**config.mk**
```make
export PLATFORM = sky130hd
export DESIGN_NAME = i2c_register_transaction_master
export DESIGN_NICKNAME = d
export VERILOG_FILES = /design/src/i2crtm_pkg.sv /design/src/i2c_register_transaction_master.sv
export SDC_FILE = /design/constraint.sdc
export NUM_CORES = 1
export LEC_CHECK = 0
export BUFFER_PORTS_ARGS = -buffer_cell sky130_fd_sc_hd__buf_4
export CORE_MARGIN = 10
export CORE_UTILIZATION = 35
export CTS_CLUSTER_DIAMETER = 100
export CTS_CLUSTER_SIZE = 12
export DETAILED_ROUTE_END_ITERATION = 8
export MAX_ROUTING_LAYER = met4
export SKIP_CTS_REPAIR_TIMING = 1
export SLEW_MARGIN = 30
export SYNTH_ARGS = -nofsm -noshare
export SYNTH_HDL_FRONTEND = slang
export SYNTH_SLANG_ARGS = --single-unit
```
**constraint.sdc**
```tcl
create_clock -name clk_i -period 7.5 [get_ports clk_i]
set_input_delay 0.375 -clock clk_i [delete_from_list [all_inputs] [get_ports clk_i]]
set_output_delay 0.375 -clock clk_i [all_outputs]
set_load 0.05 [all_outputs]
```
**src/i2crtm_pkg.sv**
```systemverilog
// Package for the I2C register transaction master.
// Holds the payload structs, the sequencer phase enum, register indexes and
// the byte-load helper. No dependencies.
package i2crtm_pkg;

  localparam int unsigned CfgIndexWidth   = 8;
  localparam int unsigned CfgDataWidth    = 16;
  localparam logic [15:0] HalfPeriodReset = 16'd5;
  localparam logic [7:0]  AckTimeoutReset = 8'd250;

  localparam logic [CfgIndexWidth-1:0] CfgHalfPeriod = 8'd0;
  localparam logic [CfgIndexWidth-1:0] CfgAckTimeout = 8'd1;

  localparam logic [7:0] AddrWriteMask = 8'hFE;
  localparam logic [7:0] AddrReadBit   = 8'h01;

  typedef enum logic [3:0] {
    PhIdle     = 4'd0,
    PhStart    = 4'd1,
    PhRsLow    = 4'd2,
    PhRsHigh   = 4'd3,
    PhBitLow   = 4'd4,
    PhBitHigh  = 4'd5,
    PhAckLow   = 4'd6,
    PhAckHigh  = 4'd7,
    PhMackLow  = 4'd8,
    PhMackHigh = 4'd9,
    PhStopLow  = 4'd10,
    PhStopHigh = 4'd11
  } phase_e;

  typedef struct packed {
    logic       kind;
    logic       is_read;
    logic [6:0] device_address;
    logic [7:0] register_pointer;
    logic [7:0] write_high;
    logic [7:0] write_low;
    logic       sda_in;
  } i2crtm_in_t;

  typedef struct packed {
    logic        scl_level;
    logic        sda_release;
    logic        busy_res;
    logic        done_res;
    logic        nack_error;
    logic [15:0] read_data;
  } i2crtm_out_t;

  // Pick the byte to shift out for a given byte slot of the transaction.
  function automatic logic [7:0] load_byte(input logic       is_read,
                                           input logic [6:0] addr,
                                           input logic [7:0] ptr,
                                           input logic [7:0] hi,
                                           input logic [7:0] lo,
                                           input logic [2:0] idx);
    logic [7:0] addr_byte;
    logic [7:0] b;
    addr_byte = {addr, 1'b0} & AddrWriteMask;
    unique case (idx)
      3'd0:    b = addr_byte;
      3'd1:    b = ptr;
      3'd2:    b = is_read ? (addr_byte | AddrReadBit) : hi;
      default: b = is_read ? 8'h00 : lo;
    endcase
    return b;
  endfunction

endpackage

```
**src/i2c_register_transaction_master.sv**
```systemverilog
// I2C register transaction master: bit sequencer, config registers and
// output register with one skid entry. Depends on i2crtm_pkg.
//
// Usage:
//   The input channel (in_valid_i / in_stall_o / in_data_i) carries either a
//   command transaction (kind = 0) that starts a register read or write, or a
//   tick transaction (kind = 1) that advances the SCL/SDA sequencer by one
//   time step and supplies the sampled SDA level. Commands arriving while a
//   transaction is in progress are dropped. Every input transaction yields
//   exactly one result on the output channel (out_valid_o / out_stall_i /
//   out_data_o): the line drive levels after that step, busy, and on the
//   step that completes the stop condition, done with error flag and read
//   word.
//   The result of an accepted transaction is registered. Throughput is one
//   transaction per clock while in_stall_o is low: the sequencer step is a
//   single pass of logic between the phase and result registers.
//   When the receiver stalls, the result register holds its value and a
//   second result lands in the skid entry; only with the skid entry full is
//   in_stall_o raised, and it drops once the receiver takes a result.
//   Configuration writes (index 0 half period ticks, index 1 ACK timeout)
//   are always ready; unknown indexes are dropped.
//   Reset puts the sequencer idle with both lines released, empties the
//   output side and loads the default half period and timeout.
module i2c_register_transaction_master
  import i2crtm_pkg::*;
(
  input  logic                     clk_i,
  input  logic                     rst_ni,
  input  logic                     in_valid_i,
  output logic                     in_stall_o,
  input  i2crtm_in_t               in_data_i,
  output logic                     out_valid_o,
  input  logic                     out_stall_i,
  output i2crtm_out_t              out_data_o,
  input  logic                     cfg_valid_i,
  output logic                     cfg_ready_o,
  input  logic [CfgIndexWidth-1:0] cfg_index_i,
  input  logic [CfgDataWidth-1:0]  cfg_data_i
);

  // Configuration registers
  logic [15:0] half_period_q;
  logic [7:0]  ack_timeout_q;

  // Sequencer state
  phase_e      phase_q, phase_d;
  logic [2:0]  byte_index_q, byte_index_d;
  logic [3:0]  bit_count_q, bit_count_d;
  logic [7:0]  shift_q, shift_d;
  logic [15:0] tick_count_q, tick_count_d;
  logic [7:0]  ack_wait_q, ack_wait_d;
  logic [15:0] read_word_q, read_word_d;
  logic        abort_q, abort_d;
  logic        cmd_read_q, cmd_read_d;
  logic [6:0]  cmd_addr_q, cmd_addr_d;
  logic [7:0]  cmd_ptr_q, cmd_ptr_d;
  logic [7:0]  cmd_high_q, cmd_high_d;
  logic [7:0]  cmd_low_q, cmd_low_d;

  // Step results
  logic        done_d, err_d;
  logic [15:0] rdata_d;
  i2crtm_out_t result;

  // Output register and skid entry
  logic        out_valid_q, skid_valid_q;
  i2crtm_out_t out_data_q, skid_data_q;

  logic in_accept, out_take;

  assign cfg_ready_o = 1'b1;
  assign in_stall_o  = skid_valid_q;
  assign in_accept   = in_valid_i && !skid_valid_q;
  assign out_take    = out_valid_q && !out_stall_i;
  assign out_valid_o = out_valid_q;
  assign out_data_o  = out_data_q;

  always_ff @(posedge clk_i or negedge rst_ni) begin
    if (!rst_ni) begin
      half_period_q <= HalfPeriodReset;
      ack_timeout_q <= AckTimeoutReset;
    end else if (cfg_valid_i && cfg_ready_o) begin
      if (cfg_index_i == CfgHalfPeriod) begin
        half_period_q <= cfg_data_i;
      end else if (cfg_index_i == CfgAckTimeout) begin
        ack_timeout_q <= cfg_data_i[7:0];
      end
    end
  end

  // Next state: one sequencer step per accepted transaction.
  always_comb begin
    logic [15:0] tc_inc;
    logic [2:0]  idx_n;
    logic        rd_now;
    phase_d      = phase_q;
    byte_index_d = byte_index_q;
    bit_count_d  = bit_count_q;
    shift_d      = shift_q;
    tick_count_d = tick_count_q;
    ack_wait_d   = ack_wait_q;
    read_word_d  = read_word_q;
    abort_d      = abort_q;
    cmd_read_d   = cmd_read_q;
    cmd_addr_d   = cmd_addr_q;
    cmd_ptr_d    = cmd_ptr_q;
    cmd_high_d   = cmd_high_q;
    cmd_low_d    = cmd_low_q;
    done_d       = 1'b0;
    err_d        = 1'b0;
    rdata_d      = 16'h0000;
    tc_inc       = (tick_count_q < half_period_q) ? tick_count_q + 16'd1 : tick_count_q;
    idx_n        = byte_index_q + 3'd1;
    rd_now       = cmd_read_q && (byte_index_q >= 3'd3);

    if (!in_data_i.kind) begin
      if (phase_q == PhIdle) begin
        cmd_read_d   = in_data_i.is_read;
        cmd_addr_d   = in_data_i.device_address;
        cmd_ptr_d    = in_data_i.register_pointer;
        cmd_high_d   = in_data_i.write_high;
        cmd_low_d    = in_data_i.write_low;
        byte_index_d = 3'd0;
        bit_count_d  = 4'd0;
        shift_d      = 8'h00;
        tick_count_d = 16'd0;
        ack_wait_d   = 8'd0;
        read_word_d  = 16'h0000;
        abort_d      = 1'b0;
        phase_d      = PhStart;
      end
    end else if (phase_q != PhIdle) begin
      tick_count_d = tc_inc;
      if (tc_inc >= half_period_q) begin
        tick_count_d = 16'd0;
        unique case (phase_q)
          PhStart: begin
            shift_d     = load_byte(cmd_read_q, cmd_addr_q, cmd_ptr_q, cmd_high_q,
                                    cmd_low_q, byte_index_q);
            bit_count_d = 4'd0;
            phase_d     = PhBitLow;
          end
          PhRsLow:  phase_d = PhRsHigh;
          PhRsHigh: phase_d = PhStart;
          PhBitLow: phase_d = PhBitHigh;
          PhBitHigh: begin
            shift_d     = {shift_q[6:0], rd_now & in_data_i.sda_in};
            bit_count_d = bit_count_q + 4'd1;
            if (bit_count_d >= 4'd8) begin
              if (rd_now) begin
                if (byte_index_q == 3'd3) begin
                  read_word_d = {shift_d, read_word_q[7:0]};
                end else begin
                  read_word_d = {read_word_q[15:8], shift_d};
                end
                phase_d = PhMackLow;
              end else begin
                ack_wait_d = 8'd0;
                phase_d    = PhAckLow;
              end
            end else begin
              phase_d = PhBitLow;
            end
          end
          PhAckLow: phase_d = PhAckHigh;
          PhAckHigh: begin
            if (!in_data_i.sda_in) begin
              // ACK seen: advance to the next byte slot.
              byte_index_d = idx_n;
              if ((cmd_read_q && idx_n == 3'd2) ) begin
                phase_d = PhRsLow;
              end else if (!cmd_read_q && idx_n >= 3'd4) begin
                phase_d = PhStopLow;
              end else begin
                shift_d     = load_byte(cmd_read_q, cmd_addr_q, cmd_ptr_q, cmd_high_q,
                                        cmd_low_q, idx_n);
                bit_count_d = 4'd0;
                phase_d     = PhBitLow;
              end
            end else begin
              ack_wait_d = ack_wait_q + 8'd1;
              if (ack_wait_d >= ack_timeout_q || ack_wait_d == 8'd0) begin
                abort_d = 1'b1;
                phase_d = PhStopLow;
              end else begin
                // Re-sample on the very next tick.
                tick_count_d = half_period_q;
              end
            end
          end
          PhMackLow: phase_d = PhMackHigh;
          PhMackHigh: begin
            if (byte_index_q == 3'd3) begin
              byte_index_d = 3'd4;
              shift_d      = 8'h00;
              bit_count_d  = 4'd0;
              phase_d      = PhBitLow;
            end else begin
              phase_d = PhStopLow;
            end
          end
          PhStopLow: phase_d = PhStopHigh;
          default: begin
            done_d  = 1'b1;
            err_d   = abort_q;
            rdata_d = (cmd_read_q && !abort_q) ? read_word_q : 16'h0000;
            phase_d = PhIdle;
          end
        endcase
      end
    end
  end

  // Outputs: line drive from the state after the step.
  always_comb begin
    logic rd_next;
    rd_next            = cmd_read_d && (byte_index_d >= 3'd3);
    result.busy_res    = (phase_d != PhIdle);
    result.done_res    = done_d;
    result.nack_error  = err_d;
    result.read_data   = rdata_d;
    unique case (phase_d)
      PhStart:    begin result.scl_level = 1'b1; result.sda_release = 1'b0; end
      PhRsLow:    begin result.scl_level = 1'b0; result.sda_release = 1'b1; end
      PhRsHigh:   begin result.scl_level = 1'b1; result.sda_release = 1'b1; end
      PhBitLow:   begin result.scl_level = 1'b0; result.sda_release = rd_next | shift_d[7]; end
      PhBitHigh:  begin result.scl_level = 1'b1; result.sda_release = rd_next | shift_d[7]; end
      PhAckLow:   begin result.scl_level = 1'b0; result.sda_release = 1'b1; end
      PhAckHigh:  begin result.scl_level = 1'b1; result.sda_release = 1'b1; end
      PhMackLow:  begin
        result.scl_level = 1'b0; result.sda_release = (byte_index_d != 3'd3);
      end
      PhMackHigh: begin
        result.scl_level = 1'b1; result.sda_release = (byte_index_d != 3'd3);
      end
      PhStopLow:  begin result.scl_level = 1'b0; result.sda_release = 1'b0; end
      PhStopHigh: begin result.scl_level = 1'b1; result.sda_release = 1'b0; end
      default:    begin result.scl_level = 1'b1; result.sda_release = 1'b1; end
    endcase
  end

  always_ff @(posedge clk_i or negedge rst_ni) begin
    if (!rst_ni) begin
      phase_q      <= PhIdle;
      byte_index_q <= 3'd0;
      bit_count_q  <= 4'd0;
      shift_q      <= 8'h00;
      tick_count_q <= 16'd0;
      ack_wait_q   <= 8'd0;
      read_word_q  <= 16'h0000;
      abort_q      <= 1'b0;
      cmd_read_q   <= 1'b0;
      cmd_addr_q   <= 7'd0;
      cmd_ptr_q    <= 8'h00;
      cmd_high_q   <= 8'h00;
      cmd_low_q    <= 8'h00;
    end else if (in_accept) begin
      phase_q      <= phase_d;
      byte_index_q <= byte_index_d;
      bit_count_q  <= bit_count_d;
      shift_q      <= shift_d;
      tick_count_q <= tick_count_d;
      ack_wait_q   <= ack_wait_d;
      read_word_q  <= read_word_d;
      abort_q      <= abort_d;
      cmd_read_q   <= cmd_read_d;
      cmd_addr_q   <= cmd_addr_d;
      cmd_ptr_q    <= cmd_ptr_d;
      cmd_high_q   <= cmd_high_d;
      cmd_low_q    <= cmd_low_d;
    end
  end

  // Output side: result register backed by one skid entry.
  always_ff @(posedge clk_i or negedge rst_ni) begin
    if (!rst_ni) begin
      out_valid_q  <= 1'b0;
      skid_valid_q <= 1'b0;
    end else if (skid_valid_q) begin
      if (out_take) begin
        out_valid_q  <= 1'b1;
        skid_valid_q <= 1'b0;
      end
    end else if (in_accept) begin
      if (!out_valid_q || out_take) begin
        out_valid_q <= 1'b1;
      end else begin
        skid_valid_q <= 1'b1;
      end
    end else if (out_take) begin
      out_valid_q <= 1'b0;
    end
  end

  always_ff @(posedge clk_i) begin
    if (skid_valid_q) begin
      if (out_take) begin
        out_data_q <= skid_data_q;
      end
    end else if (in_accept) begin
      if (!out_valid_q || out_take) begin
        out_data_q <= result;
      end else begin
        skid_data_q <= result;
      end
    end
  end

endmodule

```
# ---- Yosys cells after proc, flatten, opt, wreduce, memory -nomap -nowiden
# Index checks and enable logic that the tools add are counted.
dict set report word_totals {
  regBits 160
  output_inout_bits 24
  wordCells 235
}
dict set report classes {
  n_eq_ne 47
  n_reduce_logical 40
  n_addsub 4
  n_bitwise 6
  muxes 100
  order_cmp 7
}
# op n
set op_table {}
lappend op_table {{two-way mux 16 bit} 20}
lappend op_table {{two-way mux 8 bit} 17}
lappend op_table {{two-way mux 21 bit} 4}
lappend op_table {{two-way mux 4 bit} 19}
lappend op_table {{case mux 8 bit (3 select lines)} 2}
lappend op_table {{case mux 4 bit (10 select lines)} 1}
lappend op_table {{case mux 8 bit (4 select lines)} 1}
lappend op_table {{== test 4 x 3 -> 1 bit (second input constant)} 7}
lappend op_table {{== test 4 bit (second input constant)} 7}
lappend op_table {{two-way mux 1 bit} 26}
lappend op_table {{AND reduction 8 bit} 3}
lappend op_table {{inequality test 3 bit (second input constant)} 7}
lappend op_table {{two-way mux 3 bit} 6}
lappend op_table {{inequality test 2 x 1 -> 1 bit (second input constant)} 9}
lappend op_table {{AND reduction 3 bit} 6}
lappend op_table {{adder 16 x 1 -> 16 bit (second input constant)} 1}
lappend op_table {{greater-or-equal comparator 16 bit} 1}
lappend op_table {{logical NOT 8 bit} 2}
lappend op_table {{less-than comparator 16 bit} 1}
lappend op_table {{case mux 4 bit (4 select lines)} 1}
lappend op_table {{case mux 8 bit (2 select lines)} 1}
lappend op_table {{case mux 2 bit (7 select lines)} 1}
lappend op_table {{== test 4 x 2 -> 1 bit (second input constant)} 3}
lappend op_table {{OR reduction 10 bit} 1}
lappend op_table {{other kinds (30)} 57}

# ---- Longest topological paths before layout
# Gate-level depths: netlist of run 1.
dict set report logic_depth {
  word_depth 16
  ltp_mapped 24
  ltp_nobuf 21
}

# ---- Worst setup path before layout of run 1
# OpenSTA, ideal clock, no wires.
dict set report synth_path {
  path_kind {flip-flop to flip-flop}
  startpoint {register tick_count_q[12]}
  endpoint {register out_data_q, in the netlist out_data_o[19], data pin}
  period_less_slack_ns 4.905
  setup_ns 0.255
  path_stages_with_launch 21
  slack_ns 2.595
  required_time_ns 7.245
  path_buffers 1
  t_arrival_ns 4.650
  cell_sequence {dfrtp_1 ha_1 or3_1 o21ai_0 a21oi_1 a31oi_1 nand4_1 or3b_1 buf_2 nor2_1 xor2_1 ha_1 a21oi_1 o21ai_1 nor3_1 a21oi_4 nand3_1 a32oi_1 a31o_2 or4_1 a31o_1}
}
dict set report synth_via {
  elab_chain_cells 13
  elab_cells_between_ends 32
  cone_classes {add/sub (1); order compare (3); eq/ne (10); mux (14); bitwise (1); reduce/logical (3)}
}
# element line_no
set synth_lines {}
lappend synth_lines {{start, declared} i2c_register_transaction_master.sv:50} ;# logic [15:0] tick_count_q, tick_count_d;
lappend synth_lines {{start signal, assigned} i2c_register_transaction_master.sv:262} ;# tick_count_q <= tick_count_d;
lappend synth_lines {{adder 16 x 1 -> 16 bit / less-than comparator 16 bit (equally long branches)} i2c_register_transaction_master.sv:112} ;# tc_inc = (tick_count_q < half_period_q) ? tick_count_q + 16'd1 : tick_count_q;
lappend synth_lines {{two-way mux 16 bit (*)} i2c_register_transaction_master.sv:112}
lappend synth_lines {{greater-or-equal comparator 16 bit (*)} i2c_register_transaction_master.sv:134} ;# if (tc_inc >= half_period_q) begin
lappend synth_lines {{two-way mux 3 bit} i2c_register_transaction_master.sv:134}
lappend synth_lines {{two-way mux 3 bit} i2c_register_transaction_master.sv:132} ;# end else if (phase_q != PhIdle) begin
lappend synth_lines {{two-way mux 3 bit} i2c_register_transaction_master.sv:116} ;# if (!in_data_i.kind) begin
lappend synth_lines {{greater-or-equal comparator 3 x 2 -> 1 bit} i2c_register_transaction_master.sv:217} ;# rd_next = cmd_read_d && (byte_index_d >= 3'd3);
lappend synth_lines {{logical AND 1 bit} i2c_register_transaction_master.sv:217}
lappend synth_lines {{OR 1 bit} {i2c_register_transaction_master.sv:226, i2c_register_transaction_master.sv:227}}
lappend synth_lines {{case mux 2 bit (7 select lines) (*)} i2c_register_transaction_master.sv:222} ;# unique case (phase_d)
lappend synth_lines {{two-way mux 21 bit (*)} i2c_register_transaction_master.sv:301} ;# if (!out_valid_q || out_take) begin
lappend synth_lines {{two-way mux 21 bit (*)} i2c_register_transaction_master.sv:300} ;# end else if (in_accept) begin
lappend synth_lines {{two-way mux 21 bit (*)} i2c_register_transaction_master.sv:296} ;# if (skid_valid_q) begin
lappend synth_lines {{end signal, assigned} i2c_register_transaction_master.sv:298} ;# out_data_q <= skid_data_q;
lappend synth_lines {{end signal, assigned} i2c_register_transaction_master.sv:302} ;# out_data_q <= result;
lappend synth_lines {{end, declared} i2c_register_transaction_master.sv:67} ;# i2crtm_out_t out_data_q, skid_data_q;
# Every way passes the cells marked *; elsewhere a longest branch is shown, timed or not. The select of a mux whose other input is x is not followed.
# A chain may end at the register's enable or synchronous reset.

# ---- Worst setup path after layout of run 1
# Ends and elaborated chain as after synthesis.

==> metrics.cfg, run 1 <==
[power_and_ir_drop]
max-vdd-ir-drop_uv = 210
p_leak_nw = 4.68
p_per_area_nw_per_um2 = 308
power_mw = 3.36

[place]
place_congestion = 0.936
port-buffer-count = 85
placedCellCount = 1315
dp_hpwl_um = 16800

[clock_tree]
cts_max_level = 4
cts.clk_slew.worst_paths_ns = 0.08
cts-root-buf = clkbuf_16
cts.sinks = 160
insertion_delay_ns = 0.44
cts_tree = done
cts_max_path_buffers = 2
cts_buffers = 17

[layout]
antenna_cells = 0
nNetsFinal = 1114
drive_gt1_share_pct = 21.5
fillCellCount = 2571
ff_latch_area_um2 = 4220
instances_no_fill = 1348
syn_to_final_growth_pct = 17.1
multi_input_area_um2 = 4770

[worst_hold_path]
hp-class = input port to async pin

[die]
rows = 59
start_util_pct = 35.7
die_h_um = 183
core-area_um2 = 26100
die_area_um2 = 33500
boundaryPins = 87
dieWidth_um = 183

[synth]
async_reset_ff_share_pct = 73.8
synth-seq-cells = 160
synth_nets = 1053
synth_seq_area_share_pct = 45.5
synth_edf_count = 42
syn_area_um2 = 9290
yosys.area.top_type_share_pct = 29.6
yosys_warnings = 0
syn_inst = 939
synth_area_leader_cell = dfrtp_1
synth.distinct_cells = 81
synth_ff_type = dfrtp_1
synth_top_cells_by_area = dfrtp_1, edfxtp_1, mux2_2
syn_area_per_cell_um2 = 9.90

[grt]
grt_use_total_pct = 14.5
grt_max_degree = 69
grt_pass1_wl_um = 38900
grt_pass1_vias = 7107
grt_antenna_before_repair = 0
grt_overflow = 0

[routing]
dr.pass1.iters = 6
drc = 0
drt-initial-drc-count = 580
vias = 7301
wl_per_cell_um = 17.6
ant_nets = 0
via_per_inst = 5.42
drt_wl_total_um = 23700

[sta]
worst_pin_slew_ns = 0.957
rsz0062_at_grt = false
finalHoldViolCount = 24
fin_skew_ns = 0.0129
setup-tns-final_ns = 0
drv_slew = 0
slew_headroom_pct = 35.7
min_period_ns = 5.61
hold_ws_ns = -0.0579
setup_viol = 0
post-route-period-util_pct = 74.8
fmax_ghz = 0.178

[setup_path]
r2r_cells = 17
timing.rr.start = tick_count_q[12]
critical_path_class = register to register
start_kind = register
end_kind = register
timing.rr.end = out_data_o[19]
cp.required_ns = 7.70
cp.arrival_ns = 5.80
cp_max_fo = 9
reg2reg_setup_slack_ns = 1.89

[status]
violations = negative hold slack
status = finished, violations left

[run]
drv_cap = 0

cell usage after synthesis (all sizes together) (4+ instances only):
master and count:
nand2 125, dfrtp 110, o21ai 89, mux2 68, ha 51, clkbuf 45, edfxtp 42, nor2 42
inv 38, a21oi 37, nand3 32, and2 26, nor3 15, nand4 14, a222oi 13, a22oi 13
o31ai 11, xor2 11, nand3b 10, xnor2 10, and3 9, nand2b 9, a21o 8, dfstp 8
nor2b 8, nor4 6, a221o 5, o311ai 5, or2 5, or3 5, a211oi 4, buf 4
o21a 4, or4 4
kinds of logic after synthesis:
kind of cell | share of synthesized area, %
other | 0.0404
buffers and inverters | 3.57
AO/OA/AOI/OAI | 16.6
adder cells (fa/ha/maj) | 6.87
AND/OR/NAND/NOR | 17.1
flip-flops | 45.5
multiplexers | 8.46
XOR/XNOR | 1.98
layout by cell type (no fill, tap or decap), types with 17 or more instances in the layout:
cell         n
inv_1       37
clkbuf_16   17
dfrtp_1    110
nor2_1      40
o21ai_0     83
edfxtp_1    42
a21oi_1     34
ha_1        51
nand2_1    125
nand3_1     32
buf_4       89
mux2_2      66
and2_1      26
final cells by class:
| class | instances | area share (%) |
|---|---|---|
| inverter | 38 | 1.31 |
| clock buffer | 17 | 3.91 |
| multi-input combinational | 692 | 43.9 |
| timing repair buffer | 91 | 6.35 |
| sequential | 160 | 38.8 |
| tap | 335 | 3.85 |
| clock inverter | 15 | 1.90 |
state kept, by name (all words and copies together) (netlist names):
| name | cells |
|---|---|
| abort_q | 1 |
| ack_timeout_q | 8 |
| ack_wait_q | 8 |
| bit_count_q | 4 |
| byte_index_q | 3 |
| cmd_addr_q | 7 |
| cmd_high_q | 8 |
| cmd_low_q | 8 |
| cmd_ptr_q | 8 |
| cmd_read_q | 1 |
| half_period_q | 16 |
| in_stall_o | 1 |
| out_data_o | 21 |
| out_valid_o | 1 |
| phase_q | 4 |
| read_word_q | 16 |
| shift_q | 8 |
| skid_data_q | 21 |
| tick_count_q | 16 |
power by group:
| part | total, mW | internal, mW | switching [mW] |
|---|---|---|---|
| combinational | 1.16 | 0.464 | 0.695 |
| clock | 0.916 | 0.461 | 0.455 |
| sequential | 1.28 | 1.11 | 0.173 |
metal layers:
metal	part of all wire [%]	GRT usage [%]	wire length (µm)	vias to the layer above
li1	-	-	-	3579
met4	1.8	4.49	420	0
met3	4.4	2.68	1050	34
met1	49	19.9	11600	3492
met2	45	21.3	10600	196
met5	0	-	0	-
worst max-delay path by stage:
stage,cells past startpoint,endpoint,startpoint,slack (ns)
after CTS,19,out_data_o[19],tick_count_q[12],1.91
after floorplan,20,out_data_o[19],tick_count_q[12],2.59
after global routing,20,out_data_o[19],tick_count_q[9],1.35
after detailed placement,18,out_data_o[19],tick_count_q[12],1.94
after global placement,17,out_data_o[3],half_period_q[1],2.04
final,17,out_data_o[19],tick_count_q[12],1.89
worst max-delay path, stage by stage (launching register included):
cell and delay, ns:
dfrtp_1 0.45, ha_1 0.32, or3_1 0.36, o21ai_0 0.08, a21oi_1 0.06, a31oi_1 0.32, nand4_1 0.37, or4_1 0.58
xnor2_1 0.20, ha_1 0.25, nand2_1 0.12, o21ai_1 0.16, or3_1 0.44, o211ai_2 0.52, a2bb2oi_2 0.22, o21ai_1 0.12
or4_1 0.58, a31o_1 0.23
per-stage QoR:
step                utilization, %  setup WS [ns]  cell area, µm²
finish                        41.8           1.89           10900
global route                  41.8           1.35           10900
CTS                           41.7           1.91           10900
detailed placement            39.3           1.94           10200
global placement              39.2           2.04           10200
floorplan                        -           2.59            9290
Power figures use the tool's default switching activity.
==> run 2: changes to the inputs <==
--- a/config.mk
+++ b/config.mk
@@ -5,6 +5,7 @@
 export SDC_FILE = /design/constraint.sdc
 export NUM_CORES = 1
 export LEC_CHECK = 0
+export ABC_AREA = 1
 export BUFFER_PORTS_ARGS = -buffer_cell sky130_fd_sc_hd__buf_4
 export CORE_MARGIN = 10
 export CORE_UTILIZATION = 35
==> constraint.sdc (replaced) <==
create_clock -name clk_i -period 5.8 [get_ports clk_i]
set_input_delay 0.29 -clock clk_i [delete_from_list [all_inputs] [get_ports clk_i]]
set_output_delay 0.29 -clock clk_i [all_outputs]
set_load 0.05 [all_outputs]
==> run 2 against run 1 <==
Against the previous run:
- the flow now finishes without violations
- largest power group is now combinational cells
- design area up 4.3%
- cell count is 24% higher
- sequential share of layout area is 1.6 points lower
- sequential power up 41%
- routed wire length increased by 3.0%
- clock skew up 0.00089 ns
==> metrics.cfg, run 2 <==
[synth]
synth_ff_type = dfrtp_1
synth_commonest_cells = nand2_1, inv_1, dfrtp_1
synth_top_cells_by_area = dfrtp_1, edfxtp_1, nand2_1
synth_top_family_by_area = simple AND/OR/NAND/NOR gates
async_reset_ff_share_pct = 73.8
syn_area_um2 = 9700
synth_edf_count = 42
synth.distinct_cells = 57
synth_seq_area_share_pct = 43.6
syn_inst = 1209
synth-simple-area-share_pct = 25.7
synth_xor_area_share_pct = 1.54
syn_area_per_cell_um2 = 8.02
synth-seq-cells = 160
yosysMostFrequentCell = nand2_1
synth_area_leader_cell = dfrtp_1
synth_compound_area_share_pct = 12.1
synth.area.mux_share_pct = 2.21
yosys_warnings = 0
yosys.area.top_type_share_pct = 28.4
synth_nets = 1323
synth_fa_ha_area_share_pct = 6.58

[clock_tree]
insertion_delay_ns = 0.46
cts.sinks = 160
cts.clk_slew.worst_paths_ns = 0.08
cts_tree = done
cts_max_level = 4
cts_max_path_buffers = 2
cts_buffers = 17
cts-root-buf = clkbuf_16

[setup_path]
reg2reg_setup_slack_ns = 0.93
critical_path_class = register to register
timing.rr.end = out_data_o[19]
timing.rr.start = half_period_q[7]
cp.arrival_ns = 5.08
crit_start = half_period_q[7]
r2r_cells = 25
end_kind = register
cp.required_ns = 6.01
cp_max_fo = 36
start_kind = register

[place]
placed_area_um2 = 10700
port-buffer-count = 85
dp_hpwl_um = 17900
place_congestion = 0.895

[layout]
antenna_cells = 0
post-route-util_pct = 41.9
syn_to_final_growth_pct = 17.1
drive_gt1_share_pct = 16.9
final_area_um2 = 11400
final_cell_mix = nand2_1, inv_1, dfrtp_1
nNetsFinal = 1400
final_common_cell = nand2_1

[power_and_ir_drop]
p_leak_nw = 5.40
power_mw = 5.17
p_per_area_nw_per_um2 = 455
max-vdd-ir-drop_uv = 232

[routing]
vias = 8155
via_per_inst = 4.88
drt_wl_total_um = 24400
drt-initial-drc-count = 564
wl_per_cell_um = 14.6
dr.pass1.iters = 5
ant_nets = 0
drc = 0

[sta]
setup-tns-final_ns = 0
post-route-period-util_pct = 84.0
min_period_ns = 4.87
worst_pin_slew_ns = 0.801
fin_skew_ns = 0.0137
rsz0062_at_grt = false
drv_slew = 0
hold_ws_ns = 0.0635
setup_viol = 0
finalHoldViolCount = 0
slew_headroom_pct = 46.6
fmax_ghz = 0.205

[worst_hold_path]
hold_depth = 2
hold_path_startpoint = in_data_i[21]
hp-class = input port to register
worstHoldEndpoint = cmd_ptr_q[4]

[die]
start_util_pct = 35.8
boundaryPins = 87
die_area_um2 = 34800
die_h_um = 186
rows = 60
core-area_um2 = 27100
dieWidth_um = 186

[grt]
grt_pass1_vias = 8223
grt_overflow = 0
grt_antenna_before_repair = 0
grt_pass1_wl_um = 41600
grt_use_total_pct = 14.5
grt_max_degree = 62

[run]
drv_cap = 0

[status]
status = complete, no violations

## run 2: routing by layer
metal | vias to the layer above | global-route usage [%] | share of wire [%]
li1 | 4155 | - | -
met1 | 3794 | 19.5 | 50
met2 | 185 | 22.0 | 45
met3 | 21 | 2.68 | 4.1
met4 | 0 | 4.13 | 1.3
met5 | - | - | 0
## run 2: metrics by stage
step                instances  setup WS [ns]
floorplan                1209           2.06
global placement         1638           1.15
detailed placement       1638          0.988
CTS                      1670          0.979
global route             1671          0.438
finish                   1671          0.927
## run 2: final cells by class
class / instances / area [µm²]
clock buffer: 17 / 425
clock inverter: 15 / 201
fill: 2720 / 15700
inverter: 172 / 648
multi-input combinational: 841 / 4680
sequential: 160 / 4220
tap: 372 / 465
timing repair buffer: 94 / 708
## run 2: how the worst max path moves through the flow
stage	endpoint	slack, ns
floorplan	out_data_o[19]	2.06
global placement	out_data_o[19]	1.15
detailed placement	out_data_o[19]	0.99
CTS	out_data_o[19]	0.98
global route	out_data_o[19]	0.44
finish	out_data_o[19]	0.93
## run 2: kinds of logic after synthesis
group                      count (synthesis)
other                                      1
DFF                                      160
muxes                                     19
AOI/OAI and AO/OA                        206
buffers and inverters                    208
xor gates and xnor gates                  17
adders and majority gates                 51
and+or+nand+nor                          547
## run 2: worst max-delay path, cell delays in order, from the launching register on
cell       delay [ns]
dfrtp_1          0.37
inv_1            0.10
ha_1             0.26
a21oi_1          0.16
o21ai_0          0.13
o2111ai_1        0.31
nand2_2          0.19
inv_1            0.34
nand2_1          0.08
o21ai_0          0.13
inv_1            0.08
ha_1             0.32
a21oi_1          0.16
o21ai_0          0.11
nor2_2           0.23
nand3_4          0.38
inv_2            0.46
nand2_1          0.11
nand3_2          0.12
nand2_4          0.07
nor2_2           0.16
nor2_2           0.06
nand2_2          0.08
nand3_2          0.08
nand2_1          0.06
nand2_1          0.06
## run 2: report_power, final
part | switching (mW) | internal, mW
combinational | 1.49 | 0.703
clock | 0.586 | 0.593
sequential | 0.253 | 1.55
total | 2.33 | 2.84
